### config.mk
export PLATFORM = sky130hd
export DESIGN_NAME = whitespace_word_hash_tokenizer_top
export DESIGN_NICKNAME = d
export VERILOG_FILES = /design/src/rtl/core/wwht_pkg.sv /design/src/rtl/core/wwht_ctrl.sv /design/src/rtl/core/wwht_dp.sv /design/src/rtl/core/whitespace_word_hash_tokenizer_top.sv
export SDC_FILE = /design/constraint.sdc
export NUM_CORES = 1
export LEC_CHECK = 0
export ABC_AREA = 1
export BUFFER_PORTS_ARGS = -buffer_cell sky130_fd_sc_hd__buf_2
export CAP_MARGIN = 20
export CORE_MARGIN = 1.5
export CORE_UTILIZATION = 45
export DETAILED_ROUTE_END_ITERATION = 12
export HOLD_SLACK_MARGIN = 0.06
export MAX_ROUTING_LAYER = met4
export PLACE_DENSITY = 0.69
export SYNTH_ARGS = -nofsm -noshare
export SYNTH_HDL_FRONTEND = slang
export SYNTH_HIERARCHICAL = 1
export SYNTH_SLANG_ARGS = --single-unit
### constraint.sdc
create_clock -name clk -period 2.53 [get_ports clk]
set_clock_uncertainty 0.05 [all_clocks]
set_input_delay 0 -clock clk [delete_from_list [all_inputs] [get_ports clk]]
set_output_delay 0 -clock clk [all_outputs]
set_load 0.02 [all_outputs]
### src/rtl/core/wwht_pkg.sv
// ----------------------------------------------------------------------------
// wwht_pkg
// Shared types and constants for the whitespace word hash tokenizer.
// ----------------------------------------------------------------------------
package wwht_pkg;

  localparam int BYTE_W  = 8;
  localparam int TOKEN_W = 16;
  localparam int COUNT_W = 6;
  localparam int IN_DATA_W  = 8;
  localparam int OUT_DATA_W = 24;

  localparam logic [TOKEN_W-1:0] HASH_SEED = 16'd5381;
  localparam logic [BYTE_W-1:0]  CHAR_SPACE = 8'h20;
  localparam logic [BYTE_W-1:0]  CHAR_TAB   = 8'h09;
  localparam logic [BYTE_W-1:0]  CHAR_LF    = 8'h0A;
  localparam logic [BYTE_W-1:0]  CHAR_NUL   = 8'h00;

  typedef struct packed {
    logic byte_step;  // accepted input word
    logic close;      // close open word at end of text
    logic pad;        // emit one padding token
    logic clear;      // return to idle state for next transcript
  } cmd_t;

  typedef struct packed {
    logic out_free;      // output register can be loaded this cycle
    logic word_pending;  // open word that will produce a token
    logic last_slot;     // next loaded result is the final one
    logic slots_full;    // all result slots used
  } stat_t;

endpackage

### src/rtl/core/wwht_ctrl.sv
// ----------------------------------------------------------------------------
// wwht_ctrl
// Sequencer: byte intake, end-of-text word close and zero padding.
// ----------------------------------------------------------------------------
module wwht_ctrl
  import wwht_pkg::*;
(
  input  logic  clk,
  input  logic  rst,
  input  logic  in_valid,
  input  logic  in_last,
  output logic  in_ready,
  input  stat_t stat,
  output cmd_t  cmd
);

  localparam logic [1:0] S_IDLE  = 2'd0;
  localparam logic [1:0] S_CLOSE = 2'd1;
  localparam logic [1:0] S_PAD   = 2'd2;

  logic [1:0] state;
  logic [1:0] state_next;

  always_ff @(posedge clk) begin
    if (rst) begin
      state <= S_IDLE;
    end else begin
      state <= state_next;
    end
  end

  always_comb begin
    state_next = state;
    cmd        = '0;
    in_ready   = 1'b0;
    case (state)
      S_IDLE: begin
        in_ready      = stat.out_free;
        cmd.byte_step = in_valid && stat.out_free;
        if (cmd.byte_step && in_last) begin
          state_next = S_CLOSE;
        end
      end
      S_CLOSE: begin
        if (stat.word_pending) begin
          if (stat.out_free) begin
            cmd.close = 1'b1;
            if (stat.last_slot) begin
              cmd.clear  = 1'b1;
              state_next = S_IDLE;
            end else begin
              state_next = S_PAD;
            end
          end
        end else begin
          cmd.close = 1'b1;
          if (stat.slots_full) begin
            cmd.clear  = 1'b1;
            state_next = S_IDLE;
          end else begin
            state_next = S_PAD;
          end
        end
      end
      S_PAD: begin
        if (stat.slots_full) begin
          cmd.clear  = 1'b1;
          state_next = S_IDLE;
        end else if (stat.out_free) begin
          cmd.pad = 1'b1;
          if (stat.last_slot) begin
            cmd.clear  = 1'b1;
            state_next = S_IDLE;
          end
        end
      end
      default: begin
        state_next = S_IDLE;
      end
    endcase
  end

endmodule

### src/rtl/core/wwht_dp.sv
// ----------------------------------------------------------------------------
// wwht_dp
// Datapath: djb2 word hash, counters and output word register.
// ----------------------------------------------------------------------------
module wwht_dp
  import wwht_pkg::*;
#(
  parameter int MAX_TOKENS = 32
) (
  input  logic               clk,
  input  logic               rst,
  input  cmd_t               cmd,
  input  logic [BYTE_W-1:0]  text_byte,
  output stat_t              stat,
  output logic               out_valid,
  input  logic               out_ready,
  output logic [TOKEN_W-1:0] token_id,
  output logic               is_padding,
  output logic [COUNT_W-1:0] token_count,
  output logic               last_result
);

  localparam int CW = $clog2(MAX_TOKENS + 1);
  localparam logic [CW-1:0] MAX_C     = CW'(MAX_TOKENS);
  localparam logic [CW-1:0] LAST_C    = CW'(MAX_TOKENS - 1);
  localparam logic [CW-1:0] BYTE_LIM  = CW'(MAX_TOKENS - 1);
  localparam logic [CW-1:0] ONE_C     = CW'(1);

  logic [TOKEN_W-1:0] word_hash, word_hash_next;
  logic               inside_word, inside_word_next;
  logic [CW-1:0]      tokens_emitted, tokens_emitted_next;
  logic [CW-1:0]      bytes_seen, bytes_seen_next;
  logic [CW-1:0]      slot, slot_next;
  logic               text_stopped, text_stopped_next;

  logic               is_sep;
  logic               take;
  logic               tok_room;
  logic               sep_emit;
  logic               close_emit;
  logic               load;
  logic               last_load;
  logic [CW-1:0]      count_total;
  logic [TOKEN_W-1:0] hash_step;
  logic               out_free;

  assign out_free  = !out_valid || out_ready;
  assign is_sep    = (text_byte == CHAR_SPACE) || (text_byte == CHAR_TAB) ||
                     (text_byte == CHAR_LF);
  assign take      = cmd.byte_step && !text_stopped && (text_byte != CHAR_NUL) &&
                     (bytes_seen < BYTE_LIM);
  assign tok_room  = tokens_emitted < MAX_C;
  assign sep_emit  = take && is_sep && inside_word && tok_room;
  assign close_emit = cmd.close && inside_word && tok_room;
  assign load      = sep_emit || close_emit || cmd.pad;
  assign last_load = !sep_emit && (slot == LAST_C);
  assign count_total = close_emit ? tokens_emitted + ONE_C : tokens_emitted;
  assign hash_step = (word_hash << 5) + word_hash + {{(TOKEN_W-BYTE_W){1'b0}}, text_byte};

  assign stat.out_free     = out_free;
  assign stat.word_pending = inside_word && tok_room;
  assign stat.last_slot    = slot == LAST_C;
  assign stat.slots_full   = slot >= MAX_C;

  always_comb begin
    word_hash_next      = word_hash;
    inside_word_next    = inside_word;
    tokens_emitted_next = tokens_emitted;
    bytes_seen_next     = bytes_seen;
    slot_next           = slot;
    text_stopped_next   = text_stopped;
    if (cmd.byte_step && !text_stopped && (text_byte == CHAR_NUL)) begin
      text_stopped_next = 1'b1;
    end
    if (take) begin
      bytes_seen_next = bytes_seen + ONE_C;
      if (is_sep) begin
        inside_word_next = 1'b0;
        word_hash_next   = HASH_SEED;
      end else begin
        inside_word_next = 1'b1;
        word_hash_next   = hash_step;
      end
    end
    if (cmd.close) begin
      inside_word_next = 1'b0;
      word_hash_next   = HASH_SEED;
    end
    if (sep_emit || close_emit) begin
      tokens_emitted_next = tokens_emitted + ONE_C;
    end
    if (load) begin
      slot_next = slot + ONE_C;
    end
    if (cmd.clear) begin
      word_hash_next      = HASH_SEED;
      inside_word_next    = 1'b0;
      tokens_emitted_next = '0;
      bytes_seen_next     = '0;
      slot_next           = '0;
      text_stopped_next   = 1'b0;
    end
  end

  always_ff @(posedge clk) begin
    if (rst) begin
      word_hash      <= HASH_SEED;
      inside_word    <= 1'b0;
      tokens_emitted <= '0;
      bytes_seen     <= '0;
      slot           <= '0;
      text_stopped   <= 1'b0;
      out_valid      <= 1'b0;
    end else begin
      word_hash      <= word_hash_next;
      inside_word    <= inside_word_next;
      tokens_emitted <= tokens_emitted_next;
      bytes_seen     <= bytes_seen_next;
      slot           <= slot_next;
      text_stopped   <= text_stopped_next;
      if (load) begin
        out_valid <= 1'b1;
      end else if (out_ready) begin
        out_valid <= 1'b0;
      end
    end
  end

  // final result carries the real token total
  always_ff @(posedge clk) begin
    if (load) begin
      token_id    <= cmd.pad ? '0 : word_hash;
      is_padding  <= cmd.pad;
      last_result <= last_load;
      token_count <= last_load ? COUNT_W'(count_total) : '0;
    end
  end

endmodule

### src/rtl/core/whitespace_word_hash_tokenizer_top.sv
// ----------------------------------------------------------------------------
// whitespace_word_hash_tokenizer_top
// Splits a byte stream into words and emits a djb2 16-bit hash per word.
// ----------------------------------------------------------------------------
// Usage:
//   Input stream: one text byte per word in s_tdata[7:0], s_tlast on the
//   final byte of a transcript. Space, tab and newline separate words.
//   Output stream: one token per word; m_tdata holds the token id and, on
//   the final result, the real token count; m_tuser flags padding; m_tlast
//   marks the final result. Every transcript yields MAX_TOKENS results.
//   Throughput: one input byte per cycle while the output register drains.
//   A separator that ends a word loads its token on the byte's accepting
//   edge; it is on m_tdata the cycle after.
//   After s_tlast the sequencer closes the open word, then emits the
//   padding results; input is held off until the last result has been
//   loaded. Only the first MAX_TOKENS-1 bytes are used and a zero byte
//   ends the text; later bytes are consumed and ignored.
//   Stall: a low m_tready freezes the output register and deasserts
//   s_tready until the register frees up.
//   Reset (rst, synchronous): clears hash, counters and valid; the block
//   comes out ready for a new transcript.
// ----------------------------------------------------------------------------
module whitespace_word_hash_tokenizer_top
  import wwht_pkg::*;
#(
  parameter int MAX_TOKENS = 32
) (
  input  logic                  clk,
  input  logic                  rst,
  input  logic                  s_tvalid,
  output logic                  s_tready,
  input  logic [IN_DATA_W-1:0]  s_tdata,   // [7:0] text_byte
  input  logic                  s_tlast,   // end_of_text
  output logic                  m_tvalid,
  input  logic                  m_tready,
  output logic [OUT_DATA_W-1:0] m_tdata,   // [15:0] token_id, [21:16] token_count
  output logic                  m_tuser,   // [0] is_padding
  output logic                  m_tlast    // last_result
);

  cmd_t               cmd;
  stat_t              stat;
  logic [TOKEN_W-1:0] token_id;
  logic [COUNT_W-1:0] token_count;

  wwht_ctrl u_ctrl (
    .clk      (clk),
    .rst      (rst),
    .in_valid (s_tvalid),
    .in_last  (s_tlast),
    .in_ready (s_tready),
    .stat     (stat),
    .cmd      (cmd)
  );

  wwht_dp #(
    .MAX_TOKENS (MAX_TOKENS)
  ) u_dp (
    .clk         (clk),
    .rst         (rst),
    .cmd         (cmd),
    .text_byte   (s_tdata[BYTE_W-1:0]),
    .stat        (stat),
    .out_valid   (m_tvalid),
    .out_ready   (m_tready),
    .token_id    (token_id),
    .is_padding  (m_tuser),
    .token_count (token_count),
    .last_result (m_tlast)
  );

  assign m_tdata = {{(OUT_DATA_W-TOKEN_W-COUNT_W){1'b0}}, token_count, token_id};

endmodule

==> results_dict.tcl, run 1 <==
set metrics [dict create \
    status "finished clean" \
    dp_hpwl_um 6786 \
    ioPinCount 41 \
    cts_tree "built" \
    whs_ns 0.07368 \
    dr.pass1.iters 5 \
    grt_pass1_wl_um 14990 \
    vias_per_cell 4.828 \
    arrival_ns 2.52 \
    critPathKind "register to register" \
    yosysSeqAreaShare_pct 37.16 \
    die_h_um 97.75 \
    drt_iter0_drc 164 \
    routed_wl_um 8757 \
    antenna_found_initial 0 \
    final_antenna_net_count 0 \
    row_count 34 \
    nNetsFinal 647 \
    dieWidth_um 97.75 \
    irDropWorstVdd_uv 475.5 \
    cts_buffers 9 \
    antennaDiodeCount 0 \
    end_kind "register" \
    p_leak_uw 0.002235 \
    hold_depth 6 \
    fmax_ghz 0.4281 \
    seqPwrFrac_pct 30.8 \
    path_max_fanout 12 \
    clk_pin_slew_ns 0.07 \
    grt_pass1_vias 3271 \
    grt_setup_unrepaired "false" \
    syn_area_per_cell_um2 7.427 \
    ys_warn_count 6 \
    gp_congestion 0.9096 \
    fp.dieArea_mm2 0.009555 \
    switching_share_pct 45.42 \
    vias 3418 \
    cts_root_buf "clkbuf_8" \
    hold_violations 0 \
    hold_class "input port to register" \
    final_layout_size_suffix_gt1_share_pct 13.67 \
    cap_violations 0 \
    finalMaxSlewViolations 0 \
    worst_skew_pair.late_latency_ns 0.35 \
    synth_cell_types 36 \
    setup_violations 0 \
    ys_ff_latch 63 \
    cts_max_path_buffers 2 \
    p_comb_share_pct 52.7 \
    intPower_uw 2837 \
    power-per-cell-area_mw_per_mm2 1130 \
    drc_errors 0 \
    total_power_uw 5198 \
    wl_per_cell_um 12.37 \
    h-tree-depth 3 \
    netlist_instances 544 \
    p_sw_uw 2361 \
    grt_overflow 0 \
    io_buffer_count 38 \
    area_growth_pct 13.81 \
    grt_max_degree 34 \
    setup-tns-final_ns 0 \
    worstRegToRegCells 12 \
    cts_setup_buffers 0 \
    start_kind "register" \
    start_util_pct 46.33 \
    fin_crit_sh_pct 92.32 \
    synth_area_mm2 0.004040 \
    clkPwrFrac_pct 16.5 \
    cts_num_sinks 63 \
    cp_data_required_time_ns 2.71 \
    track_usage_pct 20.02 \
    fin_crit_ns 2.336 \
    core-area_mm2 0.008721 \
]
==> power by group through the flow <==
stage / sequential (uW) / clock [uW] / combinational, uW
4_1_cts: 1600 / 878 / 2740
2_1_floorplan: 1750 / 0 / 1900
6_report: 1600 / 859 / 2740
5_1_grt: 1640 / 930 / 3110
3_5_place_dp: 1620 / 0 / 2730
3_3_place_gp: 1610 / 0 / 2670
==> stage by stage <==
stage	instance area [um^2]	utilization (%)	cells	setup WS (ns)
3_3_place_gp	4365	50.06	688	0.1841
4_1_cts	4594	52.68	708	0.1306
5_1_grt	4598	52.73	708	0.02705
2_1_floorplan	4044	-	545	0.4735
6_report	4598	52.73	708	0.1942
3_5_place_dp	4365	50.06	688	0.1560
==> cells in the final DEF, fill, tap and decap left out, drive strengths merged, types with 6 or more instances in the layout <==
cell | Yosys | final
o21ai | 13 | 13
nand2 | 138 | 138
xor2 | 8 | 8
edfxtp | 24 | 24
dfxtp | 39 | 39
clkbuf | 4 | 11
inv | 103 | 103
ha | 35 | 35
a21oi | 35 | 35
nand4 | 9 | 9
xnor2 | 6 | 6
nand3 | 25 | 25
buf | 7 | 46
nor2 | 79 | 79
==> cell type report <==
cell class	instances	area [um^2]
Multi-Input combinational cell	368	2087
Timing Repair Buffer	50	290.3
Inverter	103	395.4
Sequential cell	63	1501
Clock buffer	11	131.4
Fill cell	830	4123
Tap cell	108	135.1
Clock inverter	5	57.56
==> final timing paths <==
path,start,to,slack [ns]
worst max-delay path,u_dp/slot[0],u_dp/word_hash[3],0.19
worst min-delay path,s_tlast,u_ctrl/state[0],0.07
worst max register to register,u_dp/slot[0],u_dp/word_hash[3],0.19
worst min register to register,u_dp/bytes_seen[4],u_dp/bytes_seen[4],0.41
==> logic make-up (layout without fill, tap and decap cells) <==
family / Yosys count / in the layout / synth area share, %
DFF: 63 / 63 / 37.16
buffers and inverters: 114 / 169 / 11.27
adders and majority gates: 39 / 39 / 12.82
xor gates and xnor gates: 14 / 14 / 3.035
and+or+nand+nor: 261 / 261 / 28.96
AOI/OAI and AO/OA: 52 / 52 / 6.658
other: 1 / 2 / 0.09282
==> routing by layer <==
layer | GRT usage [%] | wire, um
met3 | 4.653 | 298
met4 | 6.374 | 146
met2 | 31.25 | 4061
met5 | - | 0
met1 | 25.88 | 4250
==> Yosys cell counts <==
library cell | count | area, um^2
a21boi_1 | 2 | 15.01
a21oi_1 | 35 | 175.2
and2_1 | 1 | 6.260
buf_2 | 3 | 15.01
buf_4 | 3 | 22.52
buf_6 | 1 | 11.26
clkbuf_1 | 4 | 15.01
conb_1 | 1 | 3.750
dfxtp_1 | 39 | 780.8
edfxtp_1 | 24 | 720.7
fa_1 | 4 | 80.08
ha_1 | 35 | 437.9
inv_1 | 99 | 371.6
inv_2 | 3 | 11.26
inv_6 | 1 | 8.760
nand2_1 | 134 | 503.0
nand2_2 | 4 | 25.02
nand3_1 | 20 | 100.1
nand3_2 | 2 | 20.02
nand3_4 | 3 | 52.55
nand3b_1 | 2 | 15.01
nand4_1 | 9 | 56.30
nor2_1 | 72 | 270.3
nor2_2 | 3 | 18.77
nor2_4 | 2 | 22.52
nor2_8 | 2 | 40.04
nor3_1 | 4 | 20.02
nor3b_1 | 1 | 7.510
o21ai_0 | 12 | 60.06
o21ai_1 | 1 | 5.000
o21bai_1 | 1 | 7.510
o22ai_1 | 1 | 6.260
or2_1 | 1 | 6.260
or2_2 | 1 | 6.260
xnor2_1 | 6 | 52.55
xor2_1 | 8 | 70.07
==> critical path: stages, from the launching register on <==
cell and delay (ns):
dfxtp_1 0.41, ha_1 0.22, nand3_1 0.14, nor3_1 0.38, nand2_1 0.15, nand2_1 0.08
nand2_1 0.04, a21boi_1 0.17, nor2_1 0.10, inv_1 0.12, nor2_4 0.05, clkinvlp_4 0.21
a21oi_1 0.08
==> flip-flops by register name, indices dropped and copies added, names as in the netlist, 2 cells and up <==
register             cells
u_dp/tokens_emitted      6
u_dp/token_count         6
u_dp/slot                6
u_dp/word_hash          16
u_dp/bytes_seen          6
u_dp/token_id           16
u_ctrl/state             2
==> repair_timing <==
action,4_1_cts,5_1_grt
setup endpoints to repair,0,12
hold buffers,4,0
endpoints found under the hold margin,5,0
resized for setup,0,1
(Power assumes the default switching activity.)
==> run 2, diff against run 1 <==
--- a/config.mk
+++ b/config.mk
@@ -5,7 +5,6 @@
 export SDC_FILE = /design/constraint.sdc
 export NUM_CORES = 1
 export LEC_CHECK = 0
-export ABC_AREA = 1
 export BUFFER_PORTS_ARGS = -buffer_cell sky130_fd_sc_hd__buf_2
 export CAP_MARGIN = 20
 export CORE_MARGIN = 1.5
==> run 2 against run 1 <==
  * The flow now finishes with violations (setup timing)
  * Cell count decreased by 16%
  * Routed wire length is 8.1% higher
  * Hold slack better by 0.021 ns
  * Clock power grew 14%
  * First-iteration DRC count increased by 26%
  * Critical path depth shrank 3
  * Design area is 6.1% higher
==> results_dict.tcl, run 2 <==
set metrics [dict create \
    status "complete, but fails checks" \
    violations "setup timing" \
    postLayoutCoreUtil_pct 59.37 \
    final_layout_size_suffix_gt1_share_pct 29.36 \
    drt_iter0_drc 207 \
    vias 3228 \
    synth-edff-count 24 \
    ioPinCount 41 \
    area_growth_pct 28.09 \
    yosysSeqAreaShare_pct 39.42 \
    critPathKind "register to register" \
    ys.flop_type "dfxtp_1" \
    final_antenna_net_count 0 \
    wl_per_cell_um 15.99 \
    cts_num_sinks 63 \
    netlist_instances 400 \
    p_leak_uw 0.002018 \
    final_cell_mix "buf_4 (43), nor2_1 (42), buf_2 (38), dfxtp_1 (35)" \
    worst_slack_ns -0.1957 \
    dieWidth_um 95 \
    cts_max_path_buffers 2 \
    dr.pass1.iters 4 \
    nNetsFinal 534 \
    synth-async-reset-ratio_pct 0 \
    antenna_found_initial 0 \
    synth_cell_types 58 \
    cp_data_required_time_ns 2.71 \
    path_max_fanout 4 \
    fp.dieArea_mm2 0.009025 \
    grt_max_degree 25 \
    grtUsageMet2_pct 38.04 \
    die_h_um 95 \
    finalMaxSlewViolations 0 \
    synth_area_mm2 0.003809 \
    fin_crit_sh_pct 107.7 \
    dp_hpwl_um 6911 \
    ys_warn_count 6 \
    max-slew-margin-rel_pct 46.63 \
    routed_wl_um 9464 \
    syn_area_per_cell_um2 9.522 \
    core-area_mm2 0.008217 \
    irDropWorstVdd_uv 418.7 \
    gp_congestion 0.9800 \
    ys_ff_latch 63 \
    h-tree-depth 3 \
    grtUsageMet3_pct 3.301 \
    synth_top_area_share_pct 20.50 \
    cts_root_buf "clkbuf_8" \
    hold_violations 0 \
    end_kind "register" \
    arrival_ns 2.91 \
    cts_tree "built" \
    drc_errors 0 \
    row_count 33 \
    grt_pass1_wl_um 14810 \
    yosys.area.top_type "dfxtp_1" \
    start_util_pct 46.35 \
    largest_registers "u_dp/token_id: 16 flops, u_dp/word_hash: 16 flops" \
    grt-busiest-layer "met2" \
    antennaDiodeCount 0 \
    power-per-cell-area_mw_per_mm2 1205 \
    clk_pin_slew_ns 0.08 \
    hold_class "input port to register" \
    final_common_cell "buf_4" \
    fmax_ghz 0.3669 \
    start_kind "register" \
    fin_crit_ns 2.726 \
    whs_ns 0.09508 \
    grt_pass1_vias 3185 \
    grtUsageMet1_pct 26.27 \
    vias_per_cell 5.453 \
    ys_top_cells_by_area "dfxtp_1 (20%), edfxtp_1 (19%), ha_1 (11%)" \
    worst_skew_pair.late_latency_ns 0.35 \
    cts_buffers 9 \
    cap_violations 0 \
    netlist_top_cells_count "nor2_1 (44), dfxtp_1 (39), ha_1 (35), nand2_1 (29), edfxtp_1 (24)" \
    synthMostInstantiatedCell "nor2_1" \
    tightest_slew_ns 0.7969 \
    grt_setup_unrepaired "true" \
    track_usage_pct 22.34 \
    io_buffer_count 38 \
    grt_overflow 0 \
    setup_violations 2 \
]
run 2: cell types whose count changed in the layout (fill, tap and decap cells not counted), moves of 11 or more:
cell,delta
a21oi_1,-16
inv_1,-82
buf_4,+35
nor2_1,-30
and3_1,+11
nand2_1,-106
nor2b_1,+15
run 2: path summary, 6_finish.rpt:
check                                       startpoint                endpoint  slack, ns  depth (start not counted)
worst min-delay path                        s_tdata[5]       u_dp/text_stopped        0.1                          4
worst min register to register  u_dp/tokens_emitted[1]  u_dp/tokens_emitted[1]       0.44                          2
worst max-delay path                 u_dp/word_hash[2]      u_dp/word_hash[15]      -0.20                          9
worst max register to register       u_dp/word_hash[2]      u_dp/word_hash[15]      -0.20                          9
run 2: kinds of logic after synthesis:
kind of cell	count (synthesis)	share of synthesized area [%]
AOI/OAI and AO/OA	77	14.42
xor gates and xnor gates	24	5.519
adders and majority gates	39	13.60
buffers and inverters	34	4.073
DFF	63	39.42
muxes	5	1.314
other	1	0.09846
and+or+nand+nor	157	21.55
run 2: repair_timing:
action                                  in CTS  in global routing
endpoints found under the setup margin       5                 34
endpoints found under the hold margin        5                  0
resized for setup                            3                 30
pin swaps                                    2                  9
hold buffers                                 5                  0
setup buffers                                2                  3
run 2: cell type report:
type	count	area [um^2]
clock buffer	9	123.9
clock inverter	7	96.34
fill	710	3338
inverter	17	67.56
multi-input combinational	304	2365
sequential	63	1511
tap	105	131.4
timing repair buffer	87	583.1
run 2: through the flow:
stage / instances / TNS, ns / cell area (um^2) / total power, uW / setup WS, ns
after floorplan: 401 / -0.01153 / 3861 / 3378 / -0.01153
after global placement: 566 / -0.1349 / 4394 / 4350 / -0.09538
after detailed placement: 566 / -0.2231 / 4394 / 4398 / -0.1577
after CTS: 589 / -0.2633 / 4690 / 5468 / -0.1422
after global routing: 592 / -0.6655 / 4878 / 6234 / -0.2821
final: 592 / -0.2355 / 4878 / 5879 / -0.1957
run 2: metal layers:
metal	up-vias	part of all wire, %
met2	81	50
met3	18	3.2
li1	1598	-
met5	-	0
met4	0	2.1
met1	1531	45
run 2: worst max-delay path, stage by stage, from the launching register on:
cell	delay, ns
dfxtp_4	0.37
fa_1	0.53
ha_4	0.32
nand3_4	0.09
a2111oi_4	0.31
buf_4	0.20
nor4bb_4	0.06
o2111a_1	0.26
a2111oi_2	0.34
nand2_1	0.08
run 2: where the power goes:
| part | internal [uW] | switching (uW) |
|---|---|---|
| Combinational | 1590 | 1850 |
| Sequential | 1300 | 156 |
| Clock | 558 | 424 |
